[src/hdl/gf2smv_ram.sv]
module gf2smv_ram #(
  parameter int DEPTH = 8,
  parameter int WIDTH = 32,
  parameter int AW    = 3
) (
  input  logic             clk_i,
  input  logic             we_i,
  input  logic [AW-1:0]    waddr_i,
  input  logic [WIDTH-1:0] wdata_i,
  input  logic             re_i,
  input  logic [AW-1:0]    raddr_i,
  output logic [WIDTH-1:0] rdata_o
);

  logic [WIDTH-1:0] mem [DEPTH];
  logic [WIDTH-1:0] rdata_q;

  always_ff @(posedge clk_i) begin
    if (we_i) begin
      mem[waddr_i] <= wdata_i;
    end
    if (re_i) begin
      rdata_q <= mem[raddr_i];
    end
  end

  assign rdata_o = rdata_q;

endmodule

[config.mk]
export PLATFORM = sky130hd
export DESIGN_NAME = gf2smv_ram
export DESIGN_NICKNAME = d
export VERILOG_FILES = /design/src/hdl/gf2smv_ram.sv
export SDC_FILE = /design/constraint.sdc
export NUM_CORES = 1
export LEC_CHECK = 0
export CELL_PAD_IN_SITES_DETAIL_PLACEMENT = 2
export CELL_PAD_IN_SITES_GLOBAL_PLACEMENT = 2
export CORE_MARGIN = 2
export CORE_UTILIZATION = 40
export DETAILED_ROUTE_END_ITERATION = 16
export DONT_BUFFER_PORTS = 1
export PLACE_DENSITY_LB_ADDON = 0.1
export SYNTH_ARGS = -nofsm -noshare
export SYNTH_HDL_FRONTEND = slang
export SYNTH_SLANG_ARGS = --single-unit
[constraint.sdc]
create_clock -name clk_i -period 3.5 [get_ports clk_i]
set_input_delay 0.35 -clock clk_i [delete_from_list [all_inputs] [get_ports clk_i]]
set_output_delay 0.35 -clock clk_i [all_outputs]
set_load 0.02 [all_outputs]
==> out/metrics.yaml <==
cts:
  cts_root_buf: "clkbuf_16"
  worst_skew_pair.late_latency_ns: 0.54
  clkTransAtPathRegs_ns: 0.06
  cts_max_path_buffers: 3
  cts_buffers: 31
  cts_max_level: 1
  cts_tree: "yes"
  clkSinkCount: 288
setup_path:
  rrSetupSlack_ns: 2.00
  slowest_delay_ns: 0.53
  reg2reg_from: "mem[1][25]"
  reg2reg_to: "rdata_o[25]"
  critPathSlowestCell: "mux4_1"
  startpoint_type: "register"
  arrival_ns: 1.78
  cp-end-kind: "register"
  crit_chain: "mux4_1 -> mux2_2"
  reg2reg_depth: 2
  worst_ep_required_time_ns: 3.77
  crit_type: "register to register"
  cp_max_fo: 1
sta:
  setup_slack_ns: 2.000
  finalHoldViolCount: 0
  slew_headroom: 0.2300
  worst_pin_slew_ns: 1.152
  finClkSkew_ns: 0.008651
  fmax_mhz: 666.5
  period_minus_slack_ns: 1.500
  hold_slack_ns: 0.05439
  maxSlewViolCount: 0
  setup_viol: 0
  tns_ns: 0
  min_period_over_period: 0.4287
  rsz0062_at_grt: "no"
layout:
  n_antenna_cell: 0
  syn2layout_area_growth_pct: 15.49
  drive_gt1_frac: 0.2240
  final_area_um2: 12460
  finalNetCount: 511
detailed_routing:
  wire_per_inst_um: 25.30
  drt_iter0_drc: 259
  antenna_left: 0
  viasPerCell: 5.296
  vias: 4406
  drt_wl_total_um: 21050
  first_pass_iters: 4
  route.detailed.drc: 0
placement:
  port_buffers: 0
  gp_congestion: 0.6630
  place_area_um2: 11190
  dp_hpwl_um: 11310
  pre_cts_ws_ns: 1.430
yosys:
  syn_area_um2: 10790
  ys_seq_elements: 288
  syn_inst: 415
  synth.distinct_cells: 12
  postSynthAreaPerCell_um2: 25.99
  synth_nets: 456
  ys_seq_area_frac: 0.8018
  yosysWarningCount: 0
floorplanning:
  die_w_um: 168.2
  die_height_um: 168.2
  ios: 73
  start_util: 0.4036
  fp-row-count: 60
  dieArea_um2: 28300
  core_um2: 26730
power_and_ir_drop:
  power_density_nw_per_um2: 585.2
  p_leak_nw: 3.991
  vdd_drop_max_v: 0.0003620
  swShare: 0.1968
  p_comb_frac: 0.039
  p_clk_frac: 0.410
  p_int_mw: 5.855
  p_sw_mw: 1.435
  p_seq_frac: 0.551
worst_hold_path:
  min_path_cells: 1
  hp-class: "input port to register"
  hold_path_end: "rdata_o[5]"
  hp-start: "raddr_i[1]"
grt:
  grt_max_degree: 65
  grt_pass1_wl_um: 32160
  grt_use_total: 0.1539
  gr-total-overflow: 0
  antenna_found_initial: 0
  grt_pass1_vias: 5046
status:
  status: "completed"
run:
  cap_violations: 0
## cells in the mapped netlist
library cell	instances	area [um^2]
edfxtp_1	288	8648
nor2_1	6	22.52
buf_6	7	78.83
buf_2	6	30.03
buf_1	4	15.01
nor3_1	2	10.01
clkbuf_1	1	3.750
mux2_2	32	360.4
mux4_1	40	1051
nand2b_1	3	18.77
nand2_1	2	7.510
mux4_2	24	540.5
## worst max-delay path, delay by kind of cell, from the launching register on
family	cells	cell delay [ns]
flip-flops	1	0.39
multiplexers	2	0.85
## kinds of logic after synthesis
logic type | after synthesis | share of synthesized area
flip-flops | 288 | 0.8018
AND/OR/NAND/NOR | 13 | 0.005452
buffers and inverters | 18 | 0.01183
multiplexers | 96 | 0.1810
## cell usage in the layout, fill, tap and decap left out
| master | instances |
|---|---|
| buf_12 | 1 |
| buf_4 | 7 |
| bufinv_16 | 2 |
| clkbuf_1 | 9 |
| clkbuf_16 | 31 |
| clkinv_1 | 7 |
| clkinv_2 | 4 |
| clkinvlp_4 | 1 |
| dlygate4sd3_1 | 32 |
| edfxtp_1 | 288 |
| mux2_2 | 32 |
| mux4_1 | 40 |
| mux4_2 | 24 |
| nand2_1 | 2 |
| nand2b_1 | 3 |
| nor2_4 | 6 |
| nor3_2 | 2 |
## area by class of cell
class,instances,area [um^2]
Fill cell,2325,14270
Sequential cell,288,8648
Clock inverter,14,113.9
Timing Repair Buffer,40,392.9
Tap cell,341,426.7
Clock buffer,40,809.5
Multi-Input combinational cell,109,2066
## registers in the layout (all words and copies together) (netlist names)
| name | flops |
|---|---|
| mem | 256 |
| rdata_o | 32 |
## worst max path at each step
stage	startpoint	endpoint	slack [ns]	cells after the start
final	mem[1][25]	rdata_o[25]	2.00	2
after global placement	waddr_i[2]	mem[1][13]	1.45	3
after CTS	mem[1][25]	rdata_o[25]	1.99	2
after detailed placement	waddr_i[2]	mem[1][21]	1.43	3
after floorplan	waddr_i[2]	mem[0][0]	0.30	2
after global routing	waddr_i[2]	mem[1][21]	1.92	3
## power by group through the flow
stage	combinational, mW	clock, mW	sequential (mW)
2_1_floorplan	0.197	0	4.08
3_3_place_gp	0.206	0	4.08
3_5_place_dp	0.210	0	4.09
4_1_cts	0.292	3.09	4.02
5_1_grt	0.310	3.19	4.03
6_report	0.283	2.99	4.02
## per-stage QoR
stage	power, mW	std cells	util
6_report	7.290	832	0.4661
5_1_grt	7.532	832	0.4661
4_1_cts	7.398	832	0.4661
3_5_place_dp	4.302	745	0.4188
3_3_place_gp	4.291	745	0.4188
2_1_floorplan	4.274	415	-
## per-layer routing
metal / vias to the layer above / GRT usage / part of all wire
met5: - / 0 / 0
met4: 0 / 0.04198 / 0.022
met3: 37 / 0.02586 / 0.033
met2: 85 / 0.2594 / 0.49
met1: 2351 / 0.2091 / 0.45
li1: 1933 / - / -
## timing repair
| action | in CTS | in global routing |
|---|---|---|
| hold endpoints to repair | 288 | 0 |
| setup endpoints to repair | 0 | 0 |
| resized for setup | 0 | 0 |
| setup buffers | 0 | 0 |
| hold buffers | 33 | 0 |
No activity file was read; power rests on OpenSTA's default activity.
