**config.mk**
```make
export PLATFORM = sky130hd
export DESIGN_NAME = gf2smv_out_stage
export DESIGN_NICKNAME = d
export VERILOG_FILES = /design/src/hdl/gf2smv_pkg.sv /design/src/hdl/gf2smv_out_stage.sv
export SDC_FILE = /design/constraint.sdc
export NUM_CORES = 1
export LEC_CHECK = 0
export ABC_AREA = 1
export BUFFER_PORTS_ARGS = -buffer_cell sky130_fd_sc_hd__buf_4
export CAP_MARGIN = 20
export CORE_ASPECT_RATIO = 2
export CORE_MARGIN = 4
export CORE_UTILIZATION = 39
export CTS_CLUSTER_DIAMETER = 80
export DETAILED_ROUTE_END_ITERATION = 12
export PLACE_DENSITY = 0.76
export SLEW_MARGIN = 40
export SYNTH_ARGS = -nofsm -noshare
export SYNTH_HDL_FRONTEND = slang
export SYNTH_SLANG_ARGS = --single-unit
```
**constraint.sdc**
```tcl
create_clock -name clk_i -period 2.9 [get_ports clk_i]
set_input_delay 0.87 -clock clk_i [delete_from_list [all_inputs] [get_ports clk_i]]
set_output_delay 0.87 -clock clk_i [all_outputs]
set_load 0.01 [all_outputs]
```
**src/hdl/gf2smv_pkg.sv**
```systemverilog
package gf2smv_pkg;

  localparam int WORD_BITS = 32;
  localparam int WORD_LOG  = 5;
  localparam int ROWS_DEF  = 256;
  localparam int COLS_DEF  = 512;

  localparam int ROW_IDX_W  = 8;
  localparam int COL_IDX_W  = 9;
  localparam int ROWS_CFG_W = 9;
  localparam int COLS_CFG_W = 10;
  localparam int CNT_W      = 10;
  localparam int WIDX_W     = 3;
  localparam int CFG_IDX_W  = 1;
  localparam int CFG_DATA_W = 10;

  localparam logic [ROWS_CFG_W-1:0] ROWS_CFG_RESET = 9'd256;
  localparam logic [COLS_CFG_W-1:0] COLS_CFG_RESET = 10'd512;

  localparam logic [CFG_IDX_W-1:0] CFG_ROWS_IN_USE = 1'b0;
  localparam logic [CFG_IDX_W-1:0] CFG_COLS_IN_USE = 1'b1;

  localparam logic MODE_ENTRY  = 1'b0;
  localparam logic MODE_VECTOR = 1'b1;

  typedef struct packed {
    logic [WIDX_W-1:0]    word_index;
    logic [WORD_BITS-1:0] word_bits;
    logic                 length_error;
    logic                 last_word;
  } out_item_t;

endpackage

```
**src/hdl/gf2smv_out_stage.sv**
```systemverilog
module gf2smv_out_stage (
  input  logic                  clk_i,
  input  logic                  rst_ni,
  input  logic                  load_i,
  input  gf2smv_pkg::out_item_t item_i,
  output logic                  free_o,
  output logic                  out_valid_o,
  input  logic                  out_stall_i,
  output gf2smv_pkg::out_item_t item_o
);

  import gf2smv_pkg::*;

  logic      valid_q, valid_d;
  out_item_t item_q;

  assign free_o = !valid_q || !out_stall_i;

  always_comb begin
    valid_d = valid_q;
    if (free_o) begin
      valid_d = load_i;
    end
  end

  always_ff @(posedge clk_i or negedge rst_ni) begin
    if (!rst_ni) begin
      valid_q <= 1'b0;
    end else begin
      valid_q <= valid_d;
    end
  end

  always_ff @(posedge clk_i) begin
    if (free_o && load_i) begin
      item_q <= item_i;
    end
  end

  assign out_valid_o = valid_q;
  assign item_o      = item_q;

endmodule

```
==> impl_metrics.yaml <==
status:
  status: "complete, no violations"
worst_setup_path:
  r2r_start: "out_valid_o$_DFFE_PN0P_"
  crit_path_end_kind: "output pin"
  path_class: "in -> out"
  worstPathMaxFanout: 2
  start_kind: "input pin"
  r2r_setup_slack_ns: 1.33
  rr_endpoint: "item_o[31]$_DFFE_PP_"
  reg2reg_depth: 2
  cp.arrival_ns: 1.20
  required_ns: 2.03
timing:
  worst_pin_slew_ns: 0.446
  period_needed_ns: 2.07
  period_share_pct: 71.3
  fin_skew_ns: 0.00676
  rsz0062_at_grt: "false"
  max_freq_mhz: 483
  setup_tns_ns: 0
  timing.final.hold_violations: 0
  finalSetupViolations: 0
  finalMaxSlewViolations: 0
  slew_headroom_pct: 70.2
grt:
  track_usage_pct: 14.8
  overflow: 0
  grt_max_degree: 25
  grt_pass1_vias: 798
  antenna_found_initial: 0
  grt_pass1_wl_um: 3870
floorplanning:
  dieArea_mm2: 0.00394
  core.rowCount: 27
  core_area_mm2: 0.00280
  die_h_um: 84.9
  start_util_pct: 41.1
  ioPinCount: 80
  die_w_um: 46.4
clock_network:
  holdBufCountCts: 0
  cts_setup_buffers: 0
  path_clk_slew_ns: 0.06
  cts_tree: "done"
  ctsHtreeMaxLevel: 2
  cts-root-buf: "clkbuf_8"
  insertion_delay_ns: 0.28
  clockBufferDepth: 2
  cts_buffers: 5
  cts_resized: 0
  numClockSinks: 38
power:
  vdd_drop_max_mv: 0.408
  clock_power_share_pct: 29.8
  combPwrFrac_pct: 10.8
  p_int_uw: 870
  p_leak_uw: 0.000805
  swShare_pct: 20.5
  switchingPower_uw: 224
  powerDensity_mw_per_mm2: 582
  power_frac_seq_pct: 59.3
layout:
  antenna_cells: 0
  multi_input_area_um2: 23.8
  drive_gt1_share_pct: 68.2
  final_area_mm2: 0.00188
  fillers: 208
  num-nets-final: 170
  regArea_mm2: 0.00114
  area_delta_synth_final_pct: 63.1
drt:
  routed_via_density: 4.70
  routedWlPerCell_um: 17.8
  wl_um: 2810
  drt_iter0_drc: 4
  drc: 0
  dr.pass1.iters: 4
  drtAntennaViolNets: 0
  num_vias: 742
logic_synthesis:
  synthCells: 42
  syn_area_mm2: 0.00115
  ys_types: 5
  ys_ff_latch: 38
  synth_fp_nets: 83
  syn_avg_cell_area_um2: 27.4
  ys_seq_area_share_pct: 98.6
  ys_warn_count: 0
placed_design:
  portBuffers: 79
  hpwl_um: 2260
  placed_area_mm2: 0.00180
  gp_congestion: 0.652
hold_path:
  hp-class: "in -> async"
flow_run:
  cap_violations: 0
==> stage by stage <==
step,hold WS (ns),utilization (%),instances,total power (uW),worst slack (ns)
finish,0.356,67.0,158,1090,0.831
global placement,0.562,64.2,151,776,0.824
global route,0.344,67.0,158,1140,0.802
detailed placement,0.605,64.2,151,782,0.779
CTS,0.342,67.0,158,1110,0.824
floorplan,0.574,-,42,688,0.527
==> registers in the layout, summed over array words and instances (netlist names) <==
signal / flops
item_o: 37
out_valid_o: 1
==> metal layers <==
metal / global-route usage (%) / share of wire, %
met1: 12.4 / 26
met2: 26.1 / 59
met3: 5.73 / 12
met4: 9.33 / 2.2
met5: 0 / 0
==> power groups by stage <==
stage / clock network [uW] / logic [uW] / registers [uW]
2_1_floorplan: 0 / 11.8 / 676
3_3_place_gp: 0 / 117 / 659
3_5_place_dp: 0 / 120 / 661
4_1_cts: 339 / 121 / 649
5_1_grt: 359 / 126 / 651
6_report: 326 / 118 / 649
==> final cells by class <==
| cell class | instances | area share (%) |
|---|---|---|
| inverters | 1 | 0.200 |
| clock inverters | 2 | 0.533 |
| flip-flops and latches | 38 | 60.5 |
| clock buffers | 5 | 3.66 |
| multi-input cells | 3 | 1.26 |
| repair buffers | 80 | 32.0 |
| well taps | 29 | 1.93 |
==> how the worst max path moves through the flow <==
stage / start / cells after the start / endpoint / slack [ns]
after CTS: out_stall_i / 3 / free_o / 0.82
final: out_stall_i / 3 / free_o / 0.83
after global placement: load_i / 4 / item_o[31]$_DFFE_PP_ / 0.82
after global routing: out_stall_i / 3 / free_o / 0.80
after floorplan: out_stall_i / 1 / item_o[0]$_DFFE_PP_ / 0.53
after detailed placement: load_i / 4 / item_o[26]$_DFFE_PP_ / 0.78
==> cell usage after synthesis, drive strengths merged <==
cell / n / area share [%]
edfxtp: 37 / 96
a21oi: 1 / 0.43
dfrtp: 1 / 2.2
inv: 1 / 0.33
nand2: 2 / 0.65
==> cells in the final DEF, fill, tap and decap left out <==
| cell | count |
|---|---|
| buf_4 | 80 |
| clkinv_2 | 2 |
| clkbuf_8 | 5 |
| inv_1 | 1 |
| a21oi_4 | 1 |
| nand2_1 | 2 |
| dfrtp_1 | 1 |
| edfxtp_1 | 37 |
==> logic make-up after synthesis <==
| logic type | count (synthesis) | synth area share, % |
|---|---|---|
| flops | 38 | 98.6 |
| buf+inv | 1 | 0.325 |
| compound gates | 1 | 0.434 |
| simple gates | 2 | 0.652 |
==> critical path: stages <==
cell,delay (ns)
buf_4,0.13
nand2_1,0.08
buf_4,0.13
No activity file was read; power rests on OpenSTA's default activity.
